[src/hw/rtl/triangle_pixel_depth_shader_macros.svh]
// Assertion macros for the triangle pixel depth shader.
// Included by the RTL files that carry concurrent assertions.
`ifndef TRIANGLE_PIXEL_DEPTH_SHADER_MACROS_SVH
`define TRIANGLE_PIXEL_DEPTH_SHADER_MACROS_SVH
`ifndef SYNTHESIS
`define TPDS_ASSERT_CLK(lbl, clk, rstn, prop) \
  lbl: assert property (@(posedge clk) disable iff (!rstn) (prop)) \
    else $error("tpds assertion failed");
`define TPDS_ASSERT(lbl, prop) `TPDS_ASSERT_CLK(lbl, clk_i, rst_ni, prop)
`else
`define TPDS_ASSERT_CLK(lbl, clk, rstn, prop)
`define TPDS_ASSERT(lbl, prop)
`endif
`endif

[src/hw/rtl/tpds_pkg.sv]
// Shared types, constants and helper functions of the triangle pixel depth shader.
// No dependencies.
package tpds_pkg;

  localparam int SCREEN_WIDTH_DEF  = 512;
  localparam int SCREEN_HEIGHT_DEF = 512;

  localparam int COORD_W    = 9;
  localparam int DEPTH_W    = 16;
  localparam int COLOR_W    = 12;
  localparam int EW         = 21;  // edge value / full area
  localparam int WW         = 23;  // barycentric numerator
  localparam int MULA_W     = 17;  // attribute operand of the multiplier
  localparam int PROD_W     = WW + MULA_W;
  localparam int ACC_W      = PROD_W + 2;
  localparam int QUO_W      = 17;  // quotient magnitude bits
  localparam int DEN_W      = 21;
  localparam int ADDR_MAX_W = 22;
  localparam int QDEPTH     = 2;
  localparam int STORE_W    = DEPTH_W + 1;

  localparam logic [1:0] KIND_LOAD  = 2'd0;
  localparam logic [1:0] KIND_PIXEL = 2'd1;
  localparam logic [1:0] KIND_CLEAR = 2'd2;

  localparam logic signed [QUO_W:0] DEPTH_MAX = 18'sd32767;
  localparam logic signed [QUO_W:0] DEPTH_MIN = -18'sd32767;
  localparam logic signed [QUO_W:0] COLOR_MAX = 18'sd4095;

  typedef enum logic [1:0] {OP_NONE, OP_PIXEL, OP_CLEAR} op_e;

  typedef enum logic [2:0] {
    ST_SWEEP, ST_IDLE, ST_MUL, ST_DIVGO, ST_DIV, ST_EMIT
  } back_state_e;

  typedef struct packed {
    op_e                                   op;
    logic [2:0][WW-1:0]                    w;
    logic signed [EW-1:0]                  full;
    logic [ADDR_MAX_W-1:0]                 idx;
    logic [2:0][DEPTH_W-1:0]               depth;
    logic [2:0][2:0][COLOR_W-1:0]          color;  // [vertex][channel]
  } entry_t;

  typedef struct packed {
    logic                    start;
    logic signed [ACC_W-1:0] num;
    logic signed [EW-1:0]    den;
  } div_req_t;

  typedef struct packed {
    logic                    done;
    logic signed [QUO_W:0]   quo;
  } div_rsp_t;

  function automatic logic signed [EW-1:0] edge2(
    input logic signed [10:0] ax, input logic signed [10:0] ay,
    input logic signed [10:0] bx, input logic signed [10:0] by,
    input logic signed [10:0] cx, input logic signed [10:0] cy);
    logic signed [21:0] p1;
    logic signed [21:0] p2;
    p1 = (bx - ax) * (cy - ay);
    p2 = (cx - ax) * (by - ay);
    return EW'(p1 - p2);
  endfunction

  function automatic logic same_side(input logic signed [WW-1:0] n,
                                     input logic signed [EW-1:0] full);
    return (n == '0) || (n[WW-1] == full[EW-1]);
  endfunction

endpackage

[src/hw/rtl/tpds_queue.sv]
// Short FIFO of classified transactions between front and back end.
// Depends on tpds_pkg.
module tpds_queue (
  input  logic             clk_i,
  input  logic             rst_ni,
  input  logic             push_i,
  input  tpds_pkg::entry_t entry_i,
  output logic             full_o,
  input  logic             pop_i,
  output logic             empty_o,
  output tpds_pkg::entry_t head_o
);
  localparam int PW = $clog2(tpds_pkg::QDEPTH);
  localparam int CW = $clog2(tpds_pkg::QDEPTH + 1);

  tpds_pkg::entry_t mem_q [tpds_pkg::QDEPTH];
  logic [PW-1:0] wptr_q, wptr_d, rptr_q, rptr_d;
  logic [CW-1:0] cnt_q, cnt_d;
  logic do_push, do_pop;

  assign full_o  = (cnt_q == CW'(tpds_pkg::QDEPTH));
  assign empty_o = (cnt_q == '0);
  assign head_o  = mem_q[rptr_q];
  assign do_push = push_i && !full_o;
  assign do_pop  = pop_i && !empty_o;

  always_comb begin
    wptr_d = wptr_q;
    rptr_d = rptr_q;
    cnt_d  = cnt_q;
    if (do_push) wptr_d = (wptr_q == PW'(tpds_pkg::QDEPTH - 1)) ? '0 : wptr_q + 1'b1;
    if (do_pop)  rptr_d = (rptr_q == PW'(tpds_pkg::QDEPTH - 1)) ? '0 : rptr_q + 1'b1;
    if (do_push && !do_pop) cnt_d = cnt_q + 1'b1;
    else if (do_pop && !do_push) cnt_d = cnt_q - 1'b1;
  end

  always_ff @(posedge clk_i or negedge rst_ni) begin
    if (!rst_ni) begin
      wptr_q <= '0;
      rptr_q <= '0;
      cnt_q  <= '0;
    end else begin
      wptr_q <= wptr_d;
      rptr_q <= rptr_d;
      cnt_q  <= cnt_d;
    end
  end

  always_ff @(posedge clk_i) begin
    if (do_push) mem_q[wptr_q] <= entry_i;
  end
endmodule

[config.mk]
export PLATFORM = sky130hd
export DESIGN_NAME = tpds_queue
export DESIGN_NICKNAME = d
export VERILOG_FILES = /design/src/hw/rtl/triangle_pixel_depth_shader_macros.svh /design/src/hw/rtl/tpds_pkg.sv /design/src/hw/rtl/tpds_queue.sv
export SDC_FILE = /design/constraint.sdc
export NUM_CORES = 1
export LEC_CHECK = 0
export ABC_AREA = 1
export BUFFER_PORTS_ARGS = -buffer_cell sky130_fd_sc_hd__buf_2
export CORE_AREA = 2 2 215 217
export DETAILED_ROUTE_END_ITERATION = 10
export DIE_AREA = 0 0 217 219
export PLACE_DENSITY = 0.76
export SETUP_SLACK_MARGIN = 0.1
export SLEW_MARGIN = 20
export SYNTH_ARGS = -nofsm -noshare
export SYNTH_HDL_FRONTEND = slang
export SYNTH_SLANG_ARGS = --single-unit
export TNS_END_PERCENT = 20
[constraint.sdc]
create_clock -name clk_i -period 20.1 [get_ports clk_i]
set_input_delay 4.02 -clock clk_i [delete_from_list [all_inputs] [get_ports clk_i]]
set_output_delay 4.02 -clock clk_i [all_outputs]
set_load 0.01 [all_outputs]
# == Word-level counts from Yosys, hierarchy flattened ==
# Memories as Yosys holds them, arrays and structs flattened.
# Index checks and enable logic that the tools add are counted.
# word_totals
out_inout_bits,272
regBits,4
memories,1
mem_bits_ro,0
latch_bits,0
ramBits,540
elab_cells,25
input_bits,274
# memory_table
name,words,word_bits,read_ports,rd_ports_with_merged_regs,wr,line_no,text
mem_q,2,270,1,0,1,tpds_queue.sv:16,tpds_pkg::entry_t mem_q [tpds_pkg::QDEPTH];
# op_classes
order_cmp,0
eq_ne,1
n_reduce_logical,10
multipliers,0
div,0
bitwise,0
shifts,0
addsub,4
n_mux,6
# op_table
operator,n
logical AND 1 bit,4
logical NOT 1 bit,4
2-to-1 mux 1 bit,4
2-to-1 mux 2 bit,2
adder 1 bit (second input constant),2
adder 2 x 1 -> 2 bit (second input constant),1
equality test 2 bit (second input constant),1
logical NOT 2 bit,1
nonzero test 2 bit,1
subtractor 2 x 1 -> 2 bit (second input constant),1

# == Longest topological paths before layout ==
# logic_depth
word_depth,7
mapped_depth,9
depth_no_buf,9

# == Worst setup path before layout ==
# No wires, ideal clock.
# synth_timing
path_type,input to register
from,input push_i
to,"memory mem_q[1][0] (netlist name), enable pin"
slack_ns,3.887
n_path_buf,0
setup_ns,0.906
stages,2
arrival_time_ns,15.307
required_ns,19.194
path_cell_list,o21ai_0 > nor2_1
# synth_via
elab_chain_len,3
# synth_lines
item,line_no,text
start: declaration,tpds_queue.sv:6,"input logic push_i,"
logical AND 1 bit,tpds_queue.sv:24,assign do_push = push_i && !full_o;
2-to-1 mux 1 bit,tpds_queue.sv:50,if (do_push) mem_q[wptr_q] <= entry_i;
2-to-1 mux 1 bit (not written as such),tpds_queue.sv:50,
end: declaration,tpds_queue.sv:16,
# No other way between the ends.

==> flow_metrics.env <==
export IMPL_met3_usage_pct=5.90
export IMPL_crit_path_start_kind="register"
export IMPL_vdd_drop_max_uv=97.7
export IMPL_grt_pass1_vias=12500
export IMPL_synth_area_leaders="edfxtp_1 82%, nand2_1 16%, buf_2 1.0%, dfrtp_1 0.51%, clkbuf_1 0.28%"
export IMPL_ys_ff_latch=544
export IMPL_leakage_nw=10.7
export IMPL_min_to="wptr_q"
export IMPL_wl_per_cell_um=18.0
export IMPL_postRouteAntennaNets=0
export IMPL_netlist_instances=1441
export IMPL_portBuffers=545
export IMPL_path_max_fanout=105
export IMPL_numCtsBuffers=53
export IMPL_die_area_mm2=0.0475
export IMPL_clock_sinks=544
export IMPL_grt_pass1_wl_um=69800
export IMPL_final_common_cell="nand2_1"
export IMPL_antenna_found_initial=12
export IMPL_met2_usage_pct=32.8
export IMPL_area_delta_synth_final_pct=25.8
export IMPL_synth_cell_types=15
export IMPL_maxCapViolCount=0
export IMPL_firstDrtPassIters=5
export IMPL_via_per_inst=4.81
export IMPL_r2r_end="mem_q[0][156]"
export IMPL_yosysTopAreaCell="edfxtp_1"
export IMPL_endpoint_kind="output pin"
export IMPL_gp_congestion=0.842
export IMPL_fin_crit_sh_pct=36.8
export IMPL_cts_tree="done"
export IMPL_dp_slack_ps=13220
export IMPL_min_path_type="register to register"
export IMPL_busiest_layer="met2"
export IMPL_ys_seq_area_share_pct=82.5
export IMPL_grt_usage_pct=19.2
export IMPL_critPathRequiredTime_ps=16080
export IMPL_synth_top_area_share_pct=82.0
export IMPL_cp_data_arrival_time_ps=3370
export IMPL_path_clk_slew_ps=60
export IMPL_hpwlAfterDp_um=30800
export IMPL_h_tree_depth=2
export IMPL_use_met1_pct=23.5
export IMPL_power_density_mw_per_mm2=151
export IMPL_r2r_start="cnt_q[1]"
export IMPL_slew_limit_headroom_pct=25.8
export IMPL_routed_wl_um=47500
export IMPL_overflow=0
export IMPL_grt_start_max_net_pins=139
export IMPL_cts_setup_buffers=0
export IMPL_setup_viol=0
export IMPL_syn_avg_cell_area_um2=13.7
export IMPL_timing_final_ws_setup_ps=12710
export IMPL_worstHoldPathCells=2
export IMPL_drtIter0Drc=1229
export IMPL_ios=546
export IMPL_status="completed"
export IMPL_drc_errors=0
export IMPL_report_final_slew_viol_count=0
export IMPL_cts_buffer_depth=3
export IMPL_clock_fmax_ghz=0.135
export IMPL_yosysWarnings=0
export IMPL_cts_hold_buf=0
export IMPL_tightest_slew_ps=1110
export IMPL_root_buffer="clkbuf_16"
export IMPL_layout_min_cycle_time_ps=7390
export IMPL_layout_common_cells="819 x nand2_1, 545 x buf_2, 540 x edfxtp_1"
export IMPL_grt_setup_unrepaired="false"
export IMPL_row_count=78
export IMPL_p_total_mw=3.76
export IMPL_clock_latency_ps=580
export IMPL_hold_viol_final=0
export IMPL_final_cell_count_no_fill=2640
export IMPL_syn_nets=1716
export IMPL_core_area_mm2=0.0451
export IMPL_worst_r2r_cell_count=6
export IMPL_initial_utilization_pct=43.8
export IMPL_hp_start="wptr_q"
export IMPL_cts_resized=0
export IMPL_finalNetCount=2268
export IMPL_drive_above_1_share_pct=31.1
export IMPL_rrSetupSlack_ps=17140
export IMPL_fin_tns_setup_ps=0
export IMPL_dp_cells=2536
export IMPL_die_w_um=217
export IMPL_synth_area_mm2=0.0198
export IMPL_finalClockSkew_ps=15.9
export IMPL_dieHeight_um=219
export IMPL_crit_type="register to output pin"
export IMPL_vias=12700
-- layout make-up --
cell class / count / area (um^2)
Antenna cell: 6 / 15.0
Tap cell: 600 / 751
Fill cell: 3577 / 20200
Clock buffer: 64 / 1400
Clock inverter: 32 / 337
Multi-Input combinational cell: 830 / 3150
Sequential cell: 544 / 16300
Timing Repair Buffer: 556 / 2860
Inverter: 8 / 45.0
-- sequential cells by signal (all words and copies together), names as in the netlist --
signal  flops
mem_q     540
wptr_q      1
cnt_q       2
rptr_q      1
-- cell families after synthesis --
| kind of cell | Yosys count | synth area share, % |
|---|---|---|
| AO/OA/AOI/OAI | 2 | 0.0506 |
| AND/OR/NAND/NOR | 826 | 15.7 |
| flip-flops | 544 | 82.5 |
| XOR/XNOR | 1 | 0.0443 |
| adder cells (fa/ha/maj) | 1 | 0.0633 |
| buffers and inverters | 67 | 1.59 |
-- routing by layer --
| metal | vias to the layer above | part of all wire [%] |
|---|---|---|
| li1 | 5994 | - |
| met1 | 6027 | 38 |
| met2 | 585 | 51 |
| met3 | 86 | 9.1 |
| met4 | 12 | 2.4 |
| met5 | - | 0.17 |
-- synthesized netlist by cell type --
cell type  number
ha_1            1
inv_2           1
nand2_1       819
xnor2_1         1
nor2_1          4
buf_2          41
o21ai_0         2
clkbuf_1       15
buf_4           3
nand3_1         1
edfxtp_1      540
dfrtp_1         4
nand4_1         1
nand3b_1        1
inv_1           7
-- per-stage QoR --
stage / util, % / hold slack, ps / instance area [um^2]
final: 55.2 / 492 / 24900
after global placement: 51.2 / 464 / 23100
after CTS: 55.0 / 503 / 24800
after detailed placement: 51.2 / 489 / 23100
after global routing: 55.2 / 510 / 24900
after floorplan: - / 449 / 19800
-- critical path: stages, from the launching register on --
cell and delay [ps]:
dfrtp_4 690, buf_12 280, inv_8 430, buf_4 800
nand2_1 150, nand2_1 120, buf_2 140
-- report_power, final --
| part | total (mW) | internal, mW | switching (mW) |
|---|---|---|---|
| clock network | 0.987 | 0.584 | 0.403 |
| logic | 1.15 | 0.355 | 0.799 |
| registers | 1.62 | 1.55 | 0.0714 |
| total | 3.76 | 2.49 | 1.27 |
-- how the worst max path moves through the flow --
stage	start	end	slack (ps)	cells past startpoint
finish	rptr_q	head_o[214]	12710	6
CTS	rptr_q	head_o[6]	12580	5
global placement	rptr_q	head_o[260]	13250	5
floorplan	push_i	mem_q[1][0]	3890	2
global route	rptr_q	head_o[214]	12500	6
detailed placement	rptr_q	head_o[38]	13220	5
Note: power is estimated with default switching activity, not from simulation.
