===== config.mk =====
export PLATFORM = sky130hd
export DESIGN_NAME = tpds_div
export DESIGN_NICKNAME = d
export VERILOG_FILES = /design/src/hw/rtl/triangle_pixel_depth_shader_macros.svh /design/src/hw/rtl/tpds_pkg.sv /design/src/hw/rtl/tpds_div.sv
export SDC_FILE = /design/constraint.sdc
export NUM_CORES = 1
export LEC_CHECK = 0
export BUFFER_PORTS_ARGS = -buffer_cell sky130_fd_sc_hd__clkbuf_2
export CORE_MARGIN = 2
export CORE_UTILIZATION = 45
export CTS_CLUSTER_DIAMETER = 200
export DETAILED_ROUTE_END_ITERATION = 7
export PLACE_DENSITY = 0.65
export REMOVE_ABC_BUFFERS = 1
export SLEW_MARGIN = 20
export SYNTH_ARGS = -nofsm -noshare
export SYNTH_HDL_FRONTEND = slang
export SYNTH_SLANG_ARGS = --single-unit

===== constraint.sdc =====
create_clock -name clk_i -period 3.7 [get_ports clk_i]
set_input_delay 0.74 -clock clk_i [delete_from_list [all_inputs] [get_ports clk_i]]
set_output_delay 0.74 -clock clk_i [all_outputs]
set_load 0.1 [all_outputs]

===== src/hw/rtl/triangle_pixel_depth_shader_macros.svh =====
// Assertion macros for the triangle pixel depth shader.
// Included by the RTL files that carry concurrent assertions.
`ifndef TRIANGLE_PIXEL_DEPTH_SHADER_MACROS_SVH
`define TRIANGLE_PIXEL_DEPTH_SHADER_MACROS_SVH
`ifndef SYNTHESIS
`define TPDS_ASSERT_CLK(lbl, clk, rstn, prop) \
  lbl: assert property (@(posedge clk) disable iff (!rstn) (prop)) \
    else $error("tpds assertion failed");
`define TPDS_ASSERT(lbl, prop) `TPDS_ASSERT_CLK(lbl, clk_i, rst_ni, prop)
`else
`define TPDS_ASSERT_CLK(lbl, clk, rstn, prop)
`define TPDS_ASSERT(lbl, prop)
`endif
`endif


===== src/hw/rtl/tpds_pkg.sv =====
// Shared types, constants and helper functions of the triangle pixel depth shader.
// No dependencies.
package tpds_pkg;

  localparam int SCREEN_WIDTH_DEF  = 512;
  localparam int SCREEN_HEIGHT_DEF = 512;

  localparam int COORD_W    = 9;
  localparam int DEPTH_W    = 16;
  localparam int COLOR_W    = 12;
  localparam int EW         = 21;  // edge value / full area
  localparam int WW         = 23;  // barycentric numerator
  localparam int MULA_W     = 17;  // attribute operand of the multiplier
  localparam int PROD_W     = WW + MULA_W;
  localparam int ACC_W      = PROD_W + 2;
  localparam int QUO_W      = 17;  // quotient magnitude bits
  localparam int DEN_W      = 21;
  localparam int ADDR_MAX_W = 22;
  localparam int QDEPTH     = 2;
  localparam int STORE_W    = DEPTH_W + 1;

  localparam logic [1:0] KIND_LOAD  = 2'd0;
  localparam logic [1:0] KIND_PIXEL = 2'd1;
  localparam logic [1:0] KIND_CLEAR = 2'd2;

  localparam logic signed [QUO_W:0] DEPTH_MAX = 18'sd32767;
  localparam logic signed [QUO_W:0] DEPTH_MIN = -18'sd32767;
  localparam logic signed [QUO_W:0] COLOR_MAX = 18'sd4095;

  typedef enum logic [1:0] {OP_NONE, OP_PIXEL, OP_CLEAR} op_e;

  typedef enum logic [2:0] {
    ST_SWEEP, ST_IDLE, ST_MUL, ST_DIVGO, ST_DIV, ST_EMIT
  } back_state_e;

  typedef struct packed {
    op_e                                   op;
    logic [2:0][WW-1:0]                    w;
    logic signed [EW-1:0]                  full;
    logic [ADDR_MAX_W-1:0]                 idx;
    logic [2:0][DEPTH_W-1:0]               depth;
    logic [2:0][2:0][COLOR_W-1:0]          color;  // [vertex][channel]
  } entry_t;

  typedef struct packed {
    logic                    start;
    logic signed [ACC_W-1:0] num;
    logic signed [EW-1:0]    den;
  } div_req_t;

  typedef struct packed {
    logic                    done;
    logic signed [QUO_W:0]   quo;
  } div_rsp_t;

  function automatic logic signed [EW-1:0] edge2(
    input logic signed [10:0] ax, input logic signed [10:0] ay,
    input logic signed [10:0] bx, input logic signed [10:0] by,
    input logic signed [10:0] cx, input logic signed [10:0] cy);
    logic signed [21:0] p1;
    logic signed [21:0] p2;
    p1 = (bx - ax) * (cy - ay);
    p2 = (cx - ax) * (by - ay);
    return EW'(p1 - p2);
  endfunction

  function automatic logic same_side(input logic signed [WW-1:0] n,
                                     input logic signed [EW-1:0] full);
    return (n == '0) || (n[WW-1] == full[EW-1]);
  endfunction

endpackage


===== src/hw/rtl/tpds_div.sv =====
// Shared restoring divider, one quotient bit a cycle, truncates towards zero.
// Depends on tpds_pkg. Quotient magnitude must stay below 2**QUO_W.
module tpds_div (
  input  logic               clk_i,
  input  logic               rst_ni,
  input  tpds_pkg::div_req_t req_i,
  output tpds_pkg::div_rsp_t rsp_o
);
  localparam int CNT_W = $clog2(tpds_pkg::QUO_W);

  logic                          busy_q, done_q, neg_q;
  logic [CNT_W-1:0]              cnt_q;
  logic [tpds_pkg::DEN_W-1:0]    r_q, d_q;
  logic [tpds_pkg::QUO_W-1:0]    nlow_q, q_q;
  logic [tpds_pkg::ACC_W-1:0]    nmag;
  logic [tpds_pkg::DEN_W-1:0]    dmag;
  logic [tpds_pkg::DEN_W:0]      r2;
  logic                          qbit;

  always_comb begin
    nmag = req_i.num[tpds_pkg::ACC_W-1] ? tpds_pkg::ACC_W'(-req_i.num)
                                        : tpds_pkg::ACC_W'(req_i.num);
    dmag = req_i.den[tpds_pkg::EW-1] ? tpds_pkg::DEN_W'(-req_i.den)
                                     : tpds_pkg::DEN_W'(req_i.den);
    r2   = {r_q, nlow_q[tpds_pkg::QUO_W-1]};
    qbit = (r2 >= {1'b0, d_q});
  end

  always_ff @(posedge clk_i or negedge rst_ni) begin
    if (!rst_ni) begin
      busy_q <= 1'b0;
      done_q <= 1'b0;
      cnt_q  <= '0;
    end else begin
      done_q <= 1'b0;
      if (req_i.start) begin
        busy_q <= 1'b1;
        cnt_q  <= '0;
      end else if (busy_q) begin
        cnt_q <= cnt_q + 1'b1;
        if (cnt_q == CNT_W'(tpds_pkg::QUO_W - 1)) begin
          busy_q <= 1'b0;
          done_q <= 1'b1;
        end
      end
    end
  end

  always_ff @(posedge clk_i) begin
    if (req_i.start) begin
      r_q    <= tpds_pkg::DEN_W'(nmag >> tpds_pkg::QUO_W);
      nlow_q <= nmag[tpds_pkg::QUO_W-1:0];
      d_q    <= dmag;
      neg_q  <= req_i.num[tpds_pkg::ACC_W-1] ^ req_i.den[tpds_pkg::EW-1];
      q_q    <= '0;
    end else if (busy_q) begin
      r_q    <= qbit ? tpds_pkg::DEN_W'(r2 - {1'b0, d_q}) : r2[tpds_pkg::DEN_W-1:0];
      nlow_q <= {nlow_q[tpds_pkg::QUO_W-2:0], 1'b0};
      q_q    <= {q_q[tpds_pkg::QUO_W-2:0], qbit};
    end
  end

  assign rsp_o.done = done_q;
  assign rsp_o.quo  = neg_q ? -$signed({1'b0, q_q}) : $signed({1'b0, q_q});
endmodule


# After elaboration in Yosys (flattened, before gate mapping)
# Index checks and enable logic that the tools add are counted.
[totals] register_bits=84 latchBits=0 mem_bits_rw=0 mem_bits_ro=0 memories=0
[classes] addsub=5 multipliers=0 n_div=0 magnitude_cmp=1 eq_ne=1 shift=0 muxes=16 bitwise=1 n_reduce_logical=1
[op_table] op="$mux W21" count=3
[op_table] op="$mux W38" count=1
[op_table] op="$neg A38 Y38" count=1
[op_table] op="$mux W17" count=2
[op_table] op="$ge A22 B21 Y1" count=1
[op_table] op="$neg A21 Y21" count=1
[op_table] op="$sub A21 B21 Y21" count=1
[op_table] op="$mux W20" count=1
[op_table] op="$mux W18" count=1
[op_table] op="$neg A17 Y18" count=1
[op_table] op="$mux W5" count=2
[op_table] op="$mux W1" count=6
[op_table] op="$add A5 B1 Y5 const B" count=1
[op_table] op="$eq A5 B5 Y1 const B" count=1
[op_table] op="$reduce_bool A2 Y1" count=1
[op_table] op="$xor A1 B1 Y1" count=1

# Depth between registers and ports, before layout
[logic_depth] depth_word=4 depth_mapped=12

# Worst setup path after synthesis
# OpenSTA, ideal clock, no wires.
[synth_path] path_type="reg2out" startpoint="register neg_q" endpoint="output rsp_o[1] in the netlist's numbering" arrival_time_ps=2844 required_ps=2960 setup_slack_ps=116 path_stages_with_launch=4 path_cell_list="edfxtp_1 -> clkbuf_1 -> clkbuf_1 -> o21ai_0"
[synth_rtl] item="start: declaration" line_no="tpds_div.sv:11" text="logic busy_q, done_q, neg_q;"
[synth_rtl] item="start signal: assignment" line_no="tpds_div.sv:54" text="neg_q <= req_i.num[tpds_pkg::ACC_W-1] ^ req_i.den[tpds_pkg::EW-1];"
[synth_rtl] item="end: declaration" line_no="tpds_div.sv:7" text="output tpds_pkg::div_rsp_t rsp_o"

==> impl_metrics.json <==
{
  "crit_arrival_ns": 2.76,
  "use_met2_pct": 35.7,
  "ys_seq_elements": 84,
  "p_leak_nw": 3.03,
  "setup_violations": 0,
  "antenna_found_initial": 0,
  "clock_path_buffers": 2,
  "critical-path-max-stage-delay_ns": 0.48,
  "worstSetupPathType": "flip-flop to output port",
  "hold_path.class": "input pin to asynchronous set/reset pin",
  "cellPowerDensity_mw_per_mm2": 685,
  "drc": 0,
  "cts_made_buffers": 9,
  "netlist_area_mm2": 0.00616,
  "cts_sinks": 84,
  "grt_pass1_wl_um": 23900,
  "synth.area.top_cells": "edfxtp_1 29%, xor2_1 7.1%, mux2i_1 6.7%, xnor2_1 5.7%, dfxtp_1 5.5%",
  "synth_edf_count": 60,
  "areaGrowthSynthToFinish_pct": 13.8,
  "fin_crit_sh_pct": 94.6,
  "relSlewSlack_pct": 32.3,
  "wl_per_cell_um": 15.9,
  "status": "complete, no violations",
  "seq_area_frac_synth_pct": 37.6,
  "cts_tree": "built",
  "final_max_slew_viol_count": 0,
  "die_area_mm2": 0.0146,
  "reg2reg_slack_ns": 0.56,
  "final_cell_mix": "79 x clkbuf_2, 65 x nor2_1, 60 x edfxtp_1",
  "initial_utilization_pct": 46.3,
  "syn_inst": 658,
  "portBuffers": 81,
  "diodes": 0,
  "setup_tns_ns": 0,
  "crit_required_ns": 2.96,
  "synthDistinctLibCells": 62,
  "grtUsageMet1_pct": 25.0,
  "start_kind": "flip-flop",
  "layout.cells.non_filler": 906,
  "post-route-worst-setup-slack_ns": 0.201,
  "grt_pass1_vias": 5068,
  "tightest_slew_ns": 1.01,
  "die_y_um": 121,
  "io_pins": 85,
  "path_max_fanout": 6,
  "nets": 818,
  "worst_clock_skew_ns": 0.00984,
  "root_buffer": "clkbuf_16",
  "avgSynthCellArea_um2": 9.36,
  "wirelength_um": 14400,
  "fmax_ghz": 0.286,
  "coreArea_mm2": 0.0133,
  "synth_top_area_share_pct": 29.3,
  "die_w_um": 121,
  "place_inst": 890,
  "worstPathCellList": "nor3_1 > nand3_1 > or4_1 > or3_1 > o31ai_1 > xnor2_1 > clkbuf_4",
  "clk_pin_slew_ns": 0.07,
  "cts_max_level": 3,
  "maxCapViolCount": 0,
  "vdd_ir_drop_max_v": 0.000589,
  "finalHoldViolations": 0,
  "worstSkewPairLatency_ns": 0.34,
  "gr-total-overflow": 0,
  "rsz0062_at_grt": "false",
  "place_area_mm2": 0.00670,
  "synth_flop_cell": "edfxtp_1",
  "dr.pass1.iters": 4,
  "grt_usage_pct": 20.3,
  "hpwl_um": 10800,
  "critPathSlowestCell": "or4_1",
  "critPathCaptureType": "output port",
  "synthArstFlopShare_pct": 8.33,
  "cts_setup_buffers": 0,
  "final_common_cell": "clkbuf_2",
  "ys_warn_count": 0,
  "dp_slack_ns": 0.428,
  "gp_congestion": 0.878,
  "grt_busiest_layer": "met2",
  "use_met3_pct": 3.01,
  "layout-drive-gt1-share_pct": 16.6,
  "synth.largest_area_cell": "edfxtp_1",
  "drtIter0Drc": 276,
  "finalCriticalPeriod_ns": 3.50,
  "num_vias": 5013,
  "vias_per_cell": 5.53,
  "final_area_mm2": 0.00700,
  "ant_nets": 0,
  "num_rows": 42,
  "grt_max_degree": 52,
  "whs_ns": 0.223
}
## cells in the mapped netlist, types with 3 or more instances
cell type and number:
nor2b_1 9, a21o_1 7, edfxtp_1 60, nor3_1 9, mux2i_1 41, nand3_1 12
xor2_1 50, nand2b_1 6, or4_4 4, or4_1 9, nor4b_1 3, a211o_1 3
ha_1 26, nor2_1 65, o31ai_1 21, o41ai_1 8, a21oi_1 38, a211oi_1 7
xnor2_1 40, nand4_1 7, o21ai_0 28, clkbuf_1 19, o21ai_1 13, dfrtp_1 7
buf_1 8, a31oi_1 4, buf_4 3, nand2_1 40, or2_2 5, or3_1 11
a22oi_1 8, inv_1 34, dfxtp_1 17
## what timing repair did
| action | CTS | global route |
|---|---|---|
| resized for setup | 0 | 2 |
| setup endpoints to repair | 0 | 1 |
| hold buffers | 0 | 0 |
## cells by family (layout without fill, tap and decap cells)
| family | after synthesis | after routing | synth area share (%) |
|---|---|---|---|
| and+or+nand+nor | 191 | 191 | 16.1 |
| AOI/OAI and AO/OA | 158 | 158 | 16.8 |
| xor gates and xnor gates | 90 | 90 | 12.8 |
| DFF | 84 | 84 | 37.6 |
| buffers and inverters | 66 | 138 | 4.23 |
| muxes | 42 | 42 | 6.85 |
| adders and majority gates | 27 | 27 | 5.61 |
## area by class of cell
type,count,area (um2)
fillers,1214,6290
flip-flops and latches,84,2320
inverters,35,131
well taps,176,220
multi-input cells,508,3580
repair buffers,87,455
clock inverters,5,36.3
clock buffers,11,264
## layer usage
layer  wire length [um]  up-vias
li1                   -     2524
met1               6370     2382
met2               7230       89
met3                562       18
met4                231        0
met5                  0        -
## worst max-delay path: cells and delay by family (launching register included)
family	cells	cell delay (ns)
xor gates and xnor gates	1	0.15
buffers and inverters	1	0.35
DFF	1	0.36
and+or+nand+nor	4	1.29
AOI/OAI and AO/OA	1	0.27
## sequential cells by signal, summed over array words and instances (netlist names)
name	cells
d_q	21
r_q	21
nlow_q	17
q_q	17
cnt_q	5
busy_q	1
done_q	1
neg_q	1
## power breakdown
| group | switching (mW) | internal [mW] | leakage, nW |
|---|---|---|---|
| Combinational | 1.64 | 0.905 | 2.04 |
| Clock | 0.383 | 0.520 | 0.153 |
| Sequential | 0.103 | 1.25 | 0.839 |
| Total | 2.13 | 2.67 | 3.03 |
## path summary, 6_finish.rpt
kind / from / to / cells past startpoint
setup / recovery: q_q[2] / rsp_o[15] / 7
hold / removal: rst_ni / done_q / 1
setup reg to reg: nlow_q[16] / r_q[0] / 12
hold reg to reg: q_q[16] / q_q[16] / 2
max in group asynchronous: rst_ni / cnt_q[3] / 1
min in group clk_i: q_q[16] / q_q[16] / 2
## through the flow
step	utilization (%)	total power, mW
after detailed placement	50.4	3.88
after global placement	50.4	3.84
after floorplan	-	3.33
after CTS	52.7	4.80
after global routing	52.7	5.11
final	52.7	4.80
Note: power is estimated with default switching activity, not from simulation.
