[src/hw/rtl/triangle_pixel_depth_shader_macros.svh]
// Assertion macros for the triangle pixel depth shader.
// Included by the RTL files that carry concurrent assertions.
`ifndef TRIANGLE_PIXEL_DEPTH_SHADER_MACROS_SVH
`define TRIANGLE_PIXEL_DEPTH_SHADER_MACROS_SVH
`ifndef SYNTHESIS
`define TPDS_ASSERT_CLK(lbl, clk, rstn, prop) \
  lbl: assert property (@(posedge clk) disable iff (!rstn) (prop)) \
    else $error("tpds assertion failed");
`define TPDS_ASSERT(lbl, prop) `TPDS_ASSERT_CLK(lbl, clk_i, rst_ni, prop)
`else
`define TPDS_ASSERT_CLK(lbl, clk, rstn, prop)
`define TPDS_ASSERT(lbl, prop)
`endif
`endif

[src/hw/rtl/tpds_pkg.sv]
// Shared types, constants and helper functions of the triangle pixel depth shader.
// No dependencies.
package tpds_pkg;

  localparam int SCREEN_WIDTH_DEF  = 512;
  localparam int SCREEN_HEIGHT_DEF = 512;

  localparam int COORD_W    = 9;
  localparam int DEPTH_W    = 16;
  localparam int COLOR_W    = 12;
  localparam int EW         = 21;  // edge value / full area
  localparam int WW         = 23;  // barycentric numerator
  localparam int MULA_W     = 17;  // attribute operand of the multiplier
  localparam int PROD_W     = WW + MULA_W;
  localparam int ACC_W      = PROD_W + 2;
  localparam int QUO_W      = 17;  // quotient magnitude bits
  localparam int DEN_W      = 21;
  localparam int ADDR_MAX_W = 22;
  localparam int QDEPTH     = 2;
  localparam int STORE_W    = DEPTH_W + 1;

  localparam logic [1:0] KIND_LOAD  = 2'd0;
  localparam logic [1:0] KIND_PIXEL = 2'd1;
  localparam logic [1:0] KIND_CLEAR = 2'd2;

  localparam logic signed [QUO_W:0] DEPTH_MAX = 18'sd32767;
  localparam logic signed [QUO_W:0] DEPTH_MIN = -18'sd32767;
  localparam logic signed [QUO_W:0] COLOR_MAX = 18'sd4095;

  typedef enum logic [1:0] {OP_NONE, OP_PIXEL, OP_CLEAR} op_e;

  typedef enum logic [2:0] {
    ST_SWEEP, ST_IDLE, ST_MUL, ST_DIVGO, ST_DIV, ST_EMIT
  } back_state_e;

  typedef struct packed {
    op_e                                   op;
    logic [2:0][WW-1:0]                    w;
    logic signed [EW-1:0]                  full;
    logic [ADDR_MAX_W-1:0]                 idx;
    logic [2:0][DEPTH_W-1:0]               depth;
    logic [2:0][2:0][COLOR_W-1:0]          color;  // [vertex][channel]
  } entry_t;

  typedef struct packed {
    logic                    start;
    logic signed [ACC_W-1:0] num;
    logic signed [EW-1:0]    den;
  } div_req_t;

  typedef struct packed {
    logic                    done;
    logic signed [QUO_W:0]   quo;
  } div_rsp_t;

  function automatic logic signed [EW-1:0] edge2(
    input logic signed [10:0] ax, input logic signed [10:0] ay,
    input logic signed [10:0] bx, input logic signed [10:0] by,
    input logic signed [10:0] cx, input logic signed [10:0] cy);
    logic signed [21:0] p1;
    logic signed [21:0] p2;
    p1 = (bx - ax) * (cy - ay);
    p2 = (cx - ax) * (by - ay);
    return EW'(p1 - p2);
  endfunction

  function automatic logic same_side(input logic signed [WW-1:0] n,
                                     input logic signed [EW-1:0] full);
    return (n == '0) || (n[WW-1] == full[EW-1]);
  endfunction

endpackage

[src/hw/rtl/tpds_if.sv]


interface tpds_out_if;
  logic                                 valid;
  logic                                 ready;
  logic                                 drawn;
  logic [tpds_pkg::COLOR_W-1:0]         pixel_red;
  logic [tpds_pkg::COLOR_W-1:0]         pixel_green;
  logic [tpds_pkg::COLOR_W-1:0]         pixel_blue;
  logic signed [tpds_pkg::DEPTH_W-1:0]  pixel_depth;
  modport source (output valid, drawn, pixel_red, pixel_green, pixel_blue, pixel_depth,
                  input ready);
  modport sink (input valid, drawn, pixel_red, pixel_green, pixel_blue, pixel_depth,
                output ready);
endinterface

[src/hw/rtl/tpds_back.sv]
// Back end: interpolation sequencer, depth test, store sweep and result register.
// Depends on tpds_pkg, tpds_if, the macros header; drives tpds_div and tpds_ram.
`include "triangle_pixel_depth_shader_macros.svh"
module tpds_back #(
  parameter int DEPTH = tpds_pkg::SCREEN_WIDTH_DEF * tpds_pkg::SCREEN_HEIGHT_DEF
) (
  input  logic                          clk_i,
  input  logic                          rst_ni,
  input  logic                          q_empty_i,
  input  tpds_pkg::entry_t              head_i,
  output logic                          pop_o,
  output tpds_pkg::div_req_t            div_req_o,
  input  tpds_pkg::div_rsp_t            div_rsp_i,
  output logic                          ram_we_o,
  output logic                          ram_re_o,
  output logic [$clog2(DEPTH)-1:0]      ram_addr_o,
  output logic [tpds_pkg::STORE_W-1:0]  ram_wdata_o,
  input  logic [tpds_pkg::STORE_W-1:0]  ram_rdata_i,
  tpds_out_if.source                    out_o
);
  localparam int AW = $clog2(DEPTH);
  localparam logic [AW-1:0] LAST = AW'(DEPTH - 1);

  tpds_pkg::back_state_e state_q, state_d;
  tpds_pkg::entry_t ent_q;
  logic [1:0] attr_q, mcnt_q;
  logic signed [tpds_pkg::PROD_W-1:0] prod_q;
  logic signed [tpds_pkg::ACC_W-1:0]  acc_q;
  logic [AW-1:0] sw_q;
  logic sweep_emit_q;
  logic res_drawn_q;
  logic [2:0][tpds_pkg::COLOR_W-1:0] res_col_q;
  logic [tpds_pkg::DEPTH_W-1:0] res_depth_q;
  logic out_valid_q, out_drawn_q;
  logic [2:0][tpds_pkg::COLOR_W-1:0] out_col_q;
  logic [tpds_pkg::DEPTH_W-1:0] out_depth_q;

  logic out_load, depth_fail;
  logic signed [tpds_pkg::MULA_W-1:0] mul_a;
  logic signed [tpds_pkg::WW-1:0]     mul_w;
  logic signed [tpds_pkg::QUO_W:0]    q, dsat, csat;

  // multiplier operands: attribute 0 is depth, 1..3 the colour channels
  always_comb begin
    mul_w = $signed(ent_q.w[mcnt_q]);
    if (attr_q == 2'd0) mul_a = tpds_pkg::MULA_W'($signed(ent_q.depth[mcnt_q]));
    else mul_a = $signed({1'b0, ent_q.color[mcnt_q][attr_q - 2'd1]});
    q = div_rsp_i.quo;
    if (q > tpds_pkg::DEPTH_MAX) dsat = tpds_pkg::DEPTH_MAX;
    else if (q < tpds_pkg::DEPTH_MIN) dsat = tpds_pkg::DEPTH_MIN;
    else dsat = q;
    if (q > tpds_pkg::COLOR_MAX) csat = tpds_pkg::COLOR_MAX;
    else if (q < 0) csat = '0;
    else csat = q;
    depth_fail = ram_rdata_i[tpds_pkg::DEPTH_W]
              && ($signed(ram_rdata_i[tpds_pkg::DEPTH_W-1:0])
                  > $signed(dsat[tpds_pkg::DEPTH_W-1:0]));
  end

  always_comb begin
    state_d = state_q;
    unique case (state_q)
      tpds_pkg::ST_SWEEP: if (sw_q == LAST) state_d = sweep_emit_q ? tpds_pkg::ST_EMIT
                                                                  : tpds_pkg::ST_IDLE;
      tpds_pkg::ST_IDLE: begin
        if (!q_empty_i) begin
          unique case (head_i.op)
            tpds_pkg::OP_PIXEL: state_d = tpds_pkg::ST_MUL;
            tpds_pkg::OP_CLEAR: state_d = tpds_pkg::ST_SWEEP;
            default:            state_d = tpds_pkg::ST_EMIT;
          endcase
        end
      end
      tpds_pkg::ST_MUL:   if (mcnt_q == 2'd3) state_d = tpds_pkg::ST_DIVGO;
      tpds_pkg::ST_DIVGO: state_d = tpds_pkg::ST_DIV;
      tpds_pkg::ST_DIV: begin
        if (div_rsp_i.done) begin
          if (attr_q == 2'd0) state_d = depth_fail ? tpds_pkg::ST_EMIT : tpds_pkg::ST_MUL;
          else if (attr_q == 2'd3) state_d = tpds_pkg::ST_EMIT;
          else state_d = tpds_pkg::ST_MUL;
        end
      end
      tpds_pkg::ST_EMIT:  if (out_load) state_d = tpds_pkg::ST_IDLE;
      default:            state_d = tpds_pkg::ST_IDLE;
    endcase
  end

  always_comb begin
    pop_o           = (state_q == tpds_pkg::ST_IDLE) && !q_empty_i;
    out_load        = (state_q == tpds_pkg::ST_EMIT) && (!out_valid_q || out_o.ready);
    div_req_o.start = (state_q == tpds_pkg::ST_DIVGO);
    div_req_o.num   = acc_q;
    div_req_o.den   = ent_q.full;
    ram_re_o        = pop_o && (head_i.op == tpds_pkg::OP_PIXEL);
    ram_we_o        = 1'b0;
    ram_addr_o      = head_i.idx[AW-1:0];
    ram_wdata_o     = {1'b1, dsat[tpds_pkg::DEPTH_W-1:0]};
    if (state_q == tpds_pkg::ST_SWEEP) begin
      ram_we_o    = 1'b1;
      ram_addr_o  = sw_q;
      ram_wdata_o = '0;
    end else if (state_q == tpds_pkg::ST_DIV && div_rsp_i.done && attr_q == 2'd0
                 && !depth_fail) begin
      ram_we_o   = 1'b1;
      ram_addr_o = ent_q.idx[AW-1:0];
    end
  end

  always_ff @(posedge clk_i or negedge rst_ni) begin
    if (!rst_ni) begin
      state_q      <= tpds_pkg::ST_SWEEP;
      sw_q         <= '0;
      sweep_emit_q <= 1'b0;
      out_valid_q  <= 1'b0;
    end else begin
      state_q <= state_d;
      if (state_q == tpds_pkg::ST_SWEEP) sw_q <= sw_q + 1'b1;
      if (pop_o && head_i.op == tpds_pkg::OP_CLEAR) begin
        sw_q         <= '0;
        sweep_emit_q <= 1'b1;
      end
      if (out_load) out_valid_q <= 1'b1;
      else if (out_o.ready) out_valid_q <= 1'b0;
    end
  end

  always_ff @(posedge clk_i) begin
    if (pop_o) begin
      ent_q       <= head_i;
      attr_q      <= '0;
      mcnt_q      <= '0;
      acc_q       <= '0;
      res_drawn_q <= 1'b0;
      res_col_q   <= '0;
      res_depth_q <= '0;
    end
    if (state_q == tpds_pkg::ST_MUL) begin
      if (mcnt_q != 2'd3) prod_q <= mul_w * mul_a;
      if (mcnt_q != 2'd0) acc_q <= acc_q + tpds_pkg::ACC_W'(prod_q);
      mcnt_q <= mcnt_q + 1'b1;
    end
    if (state_q == tpds_pkg::ST_DIV && div_rsp_i.done) begin
      mcnt_q <= '0;
      acc_q  <= '0;
      attr_q <= attr_q + 1'b1;
      if (attr_q == 2'd0) begin
        if (!depth_fail) begin
          res_drawn_q <= 1'b1;
          res_depth_q <= dsat[tpds_pkg::DEPTH_W-1:0];
        end
      end else begin
        res_col_q[attr_q - 2'd1] <= csat[tpds_pkg::COLOR_W-1:0];
      end
    end
    if (out_load) begin
      out_drawn_q <= res_drawn_q;
      out_col_q   <= res_col_q;
      out_depth_q <= res_depth_q;
    end
  end

  assign out_o.valid       = out_valid_q;
  assign out_o.drawn       = out_drawn_q;
  assign out_o.pixel_red   = out_col_q[0];
  assign out_o.pixel_green = out_col_q[1];
  assign out_o.pixel_blue  = out_col_q[2];
  assign out_o.pixel_depth = out_depth_q;

  `TPDS_ASSERT(a_ram_one_access, ram_we_o |-> !ram_re_o)
  `TPDS_ASSERT(a_no_pop_in_sweep, (state_q == tpds_pkg::ST_SWEEP) |-> !pop_o)
  `TPDS_ASSERT(a_undrawn_zero, (out_valid_q && !out_drawn_q) |-> (out_depth_q == '0 && out_col_q == '0))
endmodule

[src/flat_wrapper.sv]
// flat-port wrapper written by rule: the top's interface ports become plain ports
module tpds_back_flat 
#(
  parameter int DEPTH = tpds_pkg::SCREEN_WIDTH_DEF * tpds_pkg::SCREEN_HEIGHT_DEF
)
  (clk_i, rst_ni, q_empty_i, head_i, pop_o, div_req_o, div_rsp_i, ram_we_o, ram_re_o, ram_addr_o, ram_wdata_o, ram_rdata_i, out_o_valid, out_o_drawn, out_o_pixel_red, out_o_pixel_green, out_o_pixel_blue, out_o_pixel_depth, out_o_ready);
  tpds_out_if out_o_i ();
  input  logic clk_i;
  input  logic rst_ni;
  input  logic q_empty_i;
  input  tpds_pkg::entry_t head_i;
  output logic pop_o;
  output tpds_pkg::div_req_t div_req_o;
  input  tpds_pkg::div_rsp_t div_rsp_i;
  output logic ram_we_o;
  output logic ram_re_o;
  output logic [$clog2(DEPTH)-1:0] ram_addr_o;
  output logic [tpds_pkg::STORE_W-1:0] ram_wdata_o;
  input  logic [tpds_pkg::STORE_W-1:0] ram_rdata_i;
  output wire logic [$bits(out_o_i.valid)-1:0] out_o_valid;
  output wire logic [$bits(out_o_i.drawn)-1:0] out_o_drawn;
  output wire logic [$bits(out_o_i.pixel_red)-1:0] out_o_pixel_red;
  output wire logic [$bits(out_o_i.pixel_green)-1:0] out_o_pixel_green;
  output wire logic [$bits(out_o_i.pixel_blue)-1:0] out_o_pixel_blue;
  output wire logic [$bits(out_o_i.pixel_depth)-1:0] out_o_pixel_depth;
  input wire logic [$bits(out_o_i.ready)-1:0] out_o_ready;
  assign out_o_valid = out_o_i.valid;
  assign out_o_drawn = out_o_i.drawn;
  assign out_o_pixel_red = out_o_i.pixel_red;
  assign out_o_pixel_green = out_o_i.pixel_green;
  assign out_o_pixel_blue = out_o_i.pixel_blue;
  assign out_o_pixel_depth = out_o_i.pixel_depth;
  assign out_o_i.ready = out_o_ready;
  tpds_back #(.DEPTH(DEPTH)) u_core (.clk_i(clk_i), .rst_ni(rst_ni), .q_empty_i(q_empty_i), .head_i(head_i), .pop_o(pop_o), .div_req_o(div_req_o), .div_rsp_i(div_rsp_i), .ram_we_o(ram_we_o), .ram_re_o(ram_re_o), .ram_addr_o(ram_addr_o), .ram_wdata_o(ram_wdata_o), .ram_rdata_i(ram_rdata_i), .out_o(out_o_i));
endmodule
[config.mk]
export PLATFORM = sky130hd
export DESIGN_NAME = tpds_back_flat
export DESIGN_NICKNAME = d
export VERILOG_FILES = /design/src/hw/rtl/tpds_pkg.sv /design/src/hw/rtl/tpds_if.sv /design/src/hw/rtl/tpds_back.sv /design/src/flat_wrapper.sv
export VERILOG_INCLUDE_DIRS = /design/src /design/src/hw/rtl
export SDC_FILE = /design/constraint.sdc
export NUM_CORES = 2
export LEC_CHECK = 0
export BUFFER_PORTS_ARGS = -buffer_cell sky130_fd_sc_hd__buf_2
export CAP_MARGIN = 20
export CORE_MARGIN = 2
export CORE_UTILIZATION = 25
export DETAILED_ROUTE_END_ITERATION = 16
export RECOVER_POWER = 100
export SLEW_MARGIN = 20
export SYNTH_ARGS = -nofsm -noshare
export SYNTH_HDL_FRONTEND = slang
export SYNTH_SLANG_ARGS = --single-unit
[constraint.sdc]
create_clock -name clk_i -period 11.6 [get_ports clk_i]
set_clock_uncertainty 0.05 [all_clocks]
set_input_delay 2.32 -clock clk_i [delete_from_list [all_inputs] [get_ports clk_i]]
set_output_delay 2.32 -clock clk_i [all_outputs]
set_load 0.03 [all_outputs]
### After elaboration in Yosys (flattened, before gate mapping)

Index checks and enable logic that the tools add are counted.

| word-level totals | value |
|---|---|
| logic and storage cells | 140 |
| flip-flop bits (word level) | 479 |

| operators by class | value |
|---|---|
| $mul | 1 |
| reductions and logical operators | 22 |
| muxes and demuxes | 53 |
| equality and inequality tests | 16 |
| $add $sub $neg | 5 |
| magnitude comparators | 8 |

Operators with widths:

| kind | count |
|---|---|
| 2-to-1 mux 36 bit | 4 |
| 2-to-1 mux 42 bit | 3 |
| 2-to-1 mux 16 bit | 7 |
| binary-select mux 36 bit (select 2 bit) | 1 |
| 2-to-1 mux 18 bit | 4 |
| 2-to-1 mux 12 bit | 4 |
| binary-select mux 23 bit (select 2 bit) | 1 |
| adder 42 x 40 -> 42 bit | 1 |
| multiplier 23 x 17 -> 40 bit | 1 |
| bitwise mux 36 bit | 1 |
| 2-to-1 mux 17 bit | 2 |
| binary-select mux 16 bit (select 2 bit) | 1 |
| 2-to-1 mux 3 bit | 9 |
| binary-select mux 12 bit (select 2 bit) | 1 |
| demux 12 bit (select 2 bit) | 1 |
| 2-to-1 mux 23 bit | 1 |
| adder 18 x 1 -> 18 bit (second input constant) | 1 |
| == test 18 bit (second input constant) | 1 |
| greater-than comparator 18 x 13 -> 1 bit (second input constant) | 1 |
| greater-than comparator 18 x 16 -> 1 bit (second input constant) | 1 |
| < comparator 18 x 1 -> 1 bit (second input constant) | 1 |
| < comparator 18 x 16 -> 1 bit (second input constant) | 1 |
| one-hot mux 3 bit (6 select lines) | 1 |
| greater-than comparator 16 bit | 1 |
| 22 further kinds | 55 |

### Depth between registers and ports, before layout

| logic depth | value |
|---|---|
| depth after elaboration | 9 |
| mapped depth | 32 |

### Worst setup path before layout

OpenSTA, ideal clock, no wires.

| timing path | value |
|---|---|
| path kind | input to output |
| from | input q_empty_i |
| to | output ram_re_o |
| slack | 0.362 ns |
| required time | 9.230 ns |
| buffers on the path | 1 |
| cell stages on the path | 4 |
| arrival time | 8.868 ns |
| cells stage by stage | or3_1 clkbuf_1 inv_1 and2_1 |

| between the ends | value |
|---|---|
| cells in the longest elaborated chain, start to end | 3 |

Ends and longest elaborated chain:

| element | line | RTL |
|---|---|---|
| start: declaration | flat_wrapper.sv:10 | `input logic q_empty_i;` |
| zero test 1 bit | n/a |  |
| logical AND 1 bit | tpds_back.sv:89 | `pop_o = (state_q == tpds_pkg::ST_IDLE) && !q_empty_i;` |
| via pop_o | flat_wrapper.sv:12 | `output logic pop_o;` |
| logical AND 1 bit | tpds_back.sv:94 | `ram_re_o = pop_o && (head_i.op == tpds_pkg::OP_PIXEL);` |
| end: declaration | flat_wrapper.sv:16 | `output logic ram_re_o;` |

The timed path passes the listed nets, and every way through them passes these cells.

### Worst setup path in the final report

| timing path | value |
|---|---|
| from | register u_core.mcnt_q[1] |
| to | register u_core.prod_q[25] (netlist bit), data pin |

| between the ends | value |
|---|---|
| cells in the longest elaborated chain, start to end | 6 |
| elaborated cells between the ends (all ways) | 10 |
| those cells by class | mul: 1; mux: 9 |

Ends and longest elaborated chain:

| element | line | RTL |
|---|---|---|
| start: declaration | tpds_back.sv:26 | `logic [1:0] attr_q, mcnt_q;` |
| start signal: assignment | tpds_back.sv:140 | `mcnt_q <= mcnt_q + 1'b1;` |
| binary-select mux 36 bit (select 2 bit) | tpds_back.sv:47 | `else mul_a = $signed({1'b0, ent_q.color[mcnt_q][attr_q - 2'd1]});` |
| 2-to-1 mux 36 bit (implied by the code) | tpds_back.sv:47 |  |
| binary-select mux 12 bit (select 2 bit) | tpds_back.sv:47 |  |
| 2-to-1 mux 12 bit (implied by the code) | tpds_back.sv:47 |  |
| 2-to-1 mux 17 bit | tpds_back.sv:46 | `if (attr_q == 2'd0) mul_a = tpds_pkg::MULA_W'($signed(ent_q.depth[mcnt_q]));` |
| multiplier 23 x 17 -> 40 bit (*) | tpds_back.sv:138 | `if (mcnt_q != 2'd3) prod_q <= mul_w * mul_a;` |
| end signal: assignment | tpds_back.sv:138 |  |
| end: declaration | tpds_back.sv:27 | `logic signed [tpds_pkg::PROD_W-1:0] prod_q;` |

Every way passes the cells marked *; elsewhere a longest branch is shown, timed or not. The select of a mux whose other input is x is not followed.
A chain may end at the register's enable or synchronous reset.

==> Flow_metrics.wiki <==
{| class="wikitable"
! Metric !! Value
|-
| Run status || complete, but fails checks
|-
| Failing checks || capacitance limit, slew limit
|-
| Die Outline Area || 141,000 sq um
|-
| Average vias per placed instance || 4.41
|-
| Endpoints failing hold || 0
|-
| Post-route worst setup slack || 1.62 ns
|-
| First-pass GRT wire length || 150,000 um
|-
| # port buffers || 461
|-
| Final Max Tran Viols || 399
|-
| Flip-flop and latch count after synthesis || 479
|-
| Hold Slack || 0.379 ns
|-
| Number of nets with antenna violations after detailed routing || 0
|-
| Count of nets after finishing || 4,550
|-
| Layout area overhead || 17.1%
|-
| DR pass1 iterations || 5
|-
| Die Width || 375 um
|-
| Critical path capture point type || flop
|-
| Later-pin clock latency in the skew report || 0.65 ns
|-
| Number of H-tree levels || 2
|-
| Cts hold-fix bufs || 0
|-
| Sequential-to-total area share from yosys stat || 0.386
|-
| Sum Neg Setup Slack || 0 ns
|-
| Mapped cell area || 34,500 sq um
|-
| Number of synthesized flops with an enable pin || 359
|-
| Routed wire length || 97,400 um
|-
| Residual DRC || 0
|-
| Slew of the pin with the lowest slew margin || 3.71 ns
|-
| Initial standard-cell utilization of the core || 0.251
|-
| Number of max-capacitance violations reported || 8
|-
| Via count of the routed design || 24,400
|-
| Clk Tree Root Cell || sky130_fd_sc_hd__clkbuf_16
|-
| Synth async-reset ratio || 0.0480
|-
| Fmax || 0.100 GHz
|-
| Yosys Warn Count || 0
|-
| Core area || 137,000 sq um
|-
| Rel. slew slack || -1.47
|-
| Floorplan die height || 375 um
|-
| Post-CTS repair timing setup buffer count || 0
|-
| Primary FF master, synth || sky130_fd_sc_hd__edfxtp_1
|-
| Number of unique standard cell types used by synthesis || 80
|-
| Syn Nets || 4,136
|-
| DP Wirelength || 78,000 um
|-
| Unrepaired setup endpoints after global routing || no
|-
| Final critical-path required period || 9.98 ns
|-
| Num Clock Sinks || 479
|-
| Vias in the first global route || 25,000
|-
| Cell Rows || 136
|-
| Delay of the slowest critical-path stage || 1.37 ns
|-
| Synthesized netlist cell count || 3,275
|-
| Final cycle utilization of the critical path || 0.860
|-
| Average cell area after synthesis || 10.5 sq um
|-
| Critical path fanouts, max || 31
|-
| Reg-to-reg setup timing slack || 1.62 ns
|-
| WL per Instance || 17.6 um
|-
| Final setup viols || 0
|-
| Bufs on Longest Clock Path || 3
|-
| Final Non-Filler Cells || 5,533
|-
| Clock-pin slew on the worst setup and hold paths || 0.06 ns
|-
| CTS tree || yes
|-
| Total gr overflow || 0
|-
| CP arrival || 10.30 ns
|-
| Commonest non-fill, non-tap cell in the layout || sky130_fd_sc_hd__inv_1
|-
| Hold Path Class || reg -> reg
|-
| Routability congestion estimate || 0.866
|-
| Worst Path Required || 11.92 ns
|-
| Initial antenna violation count || 13
|-
| Worst-path cell with the longest stage delay || sky130_fd_sc_hd__a21oi_1
|-
| Placed cells || 5,427
|-
| Iter 0 DRT Violations || 1,491
|-
| Highest-count cells in the layout ignoring fill and taps || sky130_fd_sc_hd__inv_1 (535), sky130_fd_sc_hd__fa_1 (387), sky130_fd_sc_hd__nor2_1 (375), sky130_fd_sc_hd__edfxtp_1 (359), sky130_fd_sc_hd__buf_2 (285)
|-
| Startpoint kind of the worst setup timing path || flop
|-
| GRT Util Overall || 0.137
|-
| Worst Path Class, Setup || reg -> reg
|-
| Quantity of gates resized following cts || 0
|-
| Inserted Clock Buffers || 53
|-
| Minimum setup slack after placement || 2.48 ns
|-
| Filler cells || 14,400
|-
| Maximum number of pins on one net before global-route repair || 78
|-
| Fraction of final layout cells sized beyond drive strength 1 || 0.121
|-
| Boundary Pins || 466
|}
## registers in the layout (all words and copies together), names as in the netlist, 3 cells and up
name / count
u_core.acc_q: 42
u_core.out_o.pixel_red: 12
u_core.out_o.pixel_depth: 16
u_core.div_req_o: 21
u_core.sw_q: 18
u_core.prod_q: 40
u_core.out_o.pixel_green: 12
u_core.out_o.pixel_blue: 12
u_core.res_col_q: 36
u_core.res_depth_q: 16
u_core.ent_q: 243
u_core.state_q: 3
## metal layers
metal / routed length [um] / track usage
met5: 14 / 0
met4: 2360 / 0.0375
met3: 5760 / 0.0262
met2: 46600 / 0.229
met1: 42700 / 0.182
## worst max-delay path: cells and delay by family (launching register included)
family	cells	cell delay (ns)
and+or+nand+nor	4	0.79
xor gates and xnor gates	1	0.15
DFF	1	0.76
AOI/OAI and AO/OA	10	3.91
buffers and inverters	6	1.00
adders and majority gates	7	3.05
## cell usage after synthesis, types with 11 or more instances
library cell | number | area, sq um
sky130_fd_sc_hd__clkbuf_1 | 91 | 342
sky130_fd_sc_hd__nor2_1 | 378 | 1420
sky130_fd_sc_hd__and3_1 | 16 | 100
sky130_fd_sc_hd__buf_4 | 21 | 158
sky130_fd_sc_hd__a21oi_1 | 131 | 656
sky130_fd_sc_hd__nand3_1 | 97 | 485
sky130_fd_sc_hd__xnor2_1 | 58 | 508
sky130_fd_sc_hd__xor2_1 | 30 | 263
sky130_fd_sc_hd__nand2_1 | 270 | 1010
sky130_fd_sc_hd__o21ai_0 | 194 | 971
sky130_fd_sc_hd__buf_2 | 20 | 100
sky130_fd_sc_hd__edfxtp_1 | 359 | 10800
sky130_fd_sc_hd__dfrtp_1 | 23 | 576
sky130_fd_sc_hd__nor3_1 | 15 | 75.1
sky130_fd_sc_hd__ha_1 | 164 | 2050
sky130_fd_sc_hd__nand2b_1 | 33 | 206
sky130_fd_sc_hd__nor2b_1 | 15 | 93.8
sky130_fd_sc_hd__o21a_1 | 11 | 82.6
sky130_fd_sc_hd__buf_1 | 15 | 56.3
sky130_fd_sc_hd__fa_1 | 387 | 7750
sky130_fd_sc_hd__mux2i_1 | 85 | 851
sky130_fd_sc_hd__inv_1 | 536 | 2010
sky130_fd_sc_hd__dfxtp_1 | 97 | 1940
sky130_fd_sc_hd__a21o_1 | 63 | 473
sky130_fd_sc_hd__mux4_2 | 12 | 270
## worst paths after layout
check                                         endpoint             startpoint  cells after the start
hold reg to reg            u_core.out_o.pixel_depth[2]  u_core.res_depth_q[2]                      0
setup reg to reg                     u_core.prod_q[25]       u_core.mcnt_q[1]                     28
setup / recovery                     u_core.prod_q[25]       u_core.mcnt_q[1]                     28
min in group asynchronous               u_core.sw_q[7]                 rst_ni                      1
max in group asynchronous            u_core.state_q[1]                 rst_ni                      1
hold / removal             u_core.out_o.pixel_depth[2]  u_core.res_depth_q[2]                      0
## logic make-up after synthesis
kind of cell               count (synthesis)  synth area share
and+or+nand+nor                          875             0.109
xor gates and xnor gates                  88            0.0224
AOI/OAI and AO/OA                        501            0.0885
adders and majority gates                551             0.284
DFF                                      479             0.386
buffers and inverters                    684            0.0775
muxes                                     97            0.0325
## through the flow
step / area (sq um) / util
global route: 40300 / 0.294
global placement: 38800 / 0.283
finish: 40300 / 0.294
floorplan: 34500 / -
CTS: 40600 / 0.296
detailed placement: 38800 / 0.283
## layout make-up
cell class              instances  area (sq um)  share of cell area
multi-input cells            2112         18600               0.460
flip-flops and latches        479         13300               0.330
repair buffers                506          2380              0.0591
well taps                    1794          2240              0.0556
inverters                     537          2020              0.0501
clock buffers                  71          1460              0.0363
clock inverters                26           350             0.00868
diodes                          8          20.0            0.000496
Power is left out: the tool's default activity adds up to more than one toggle a clock period on the data nets, which glitch-free logic cannot reach.
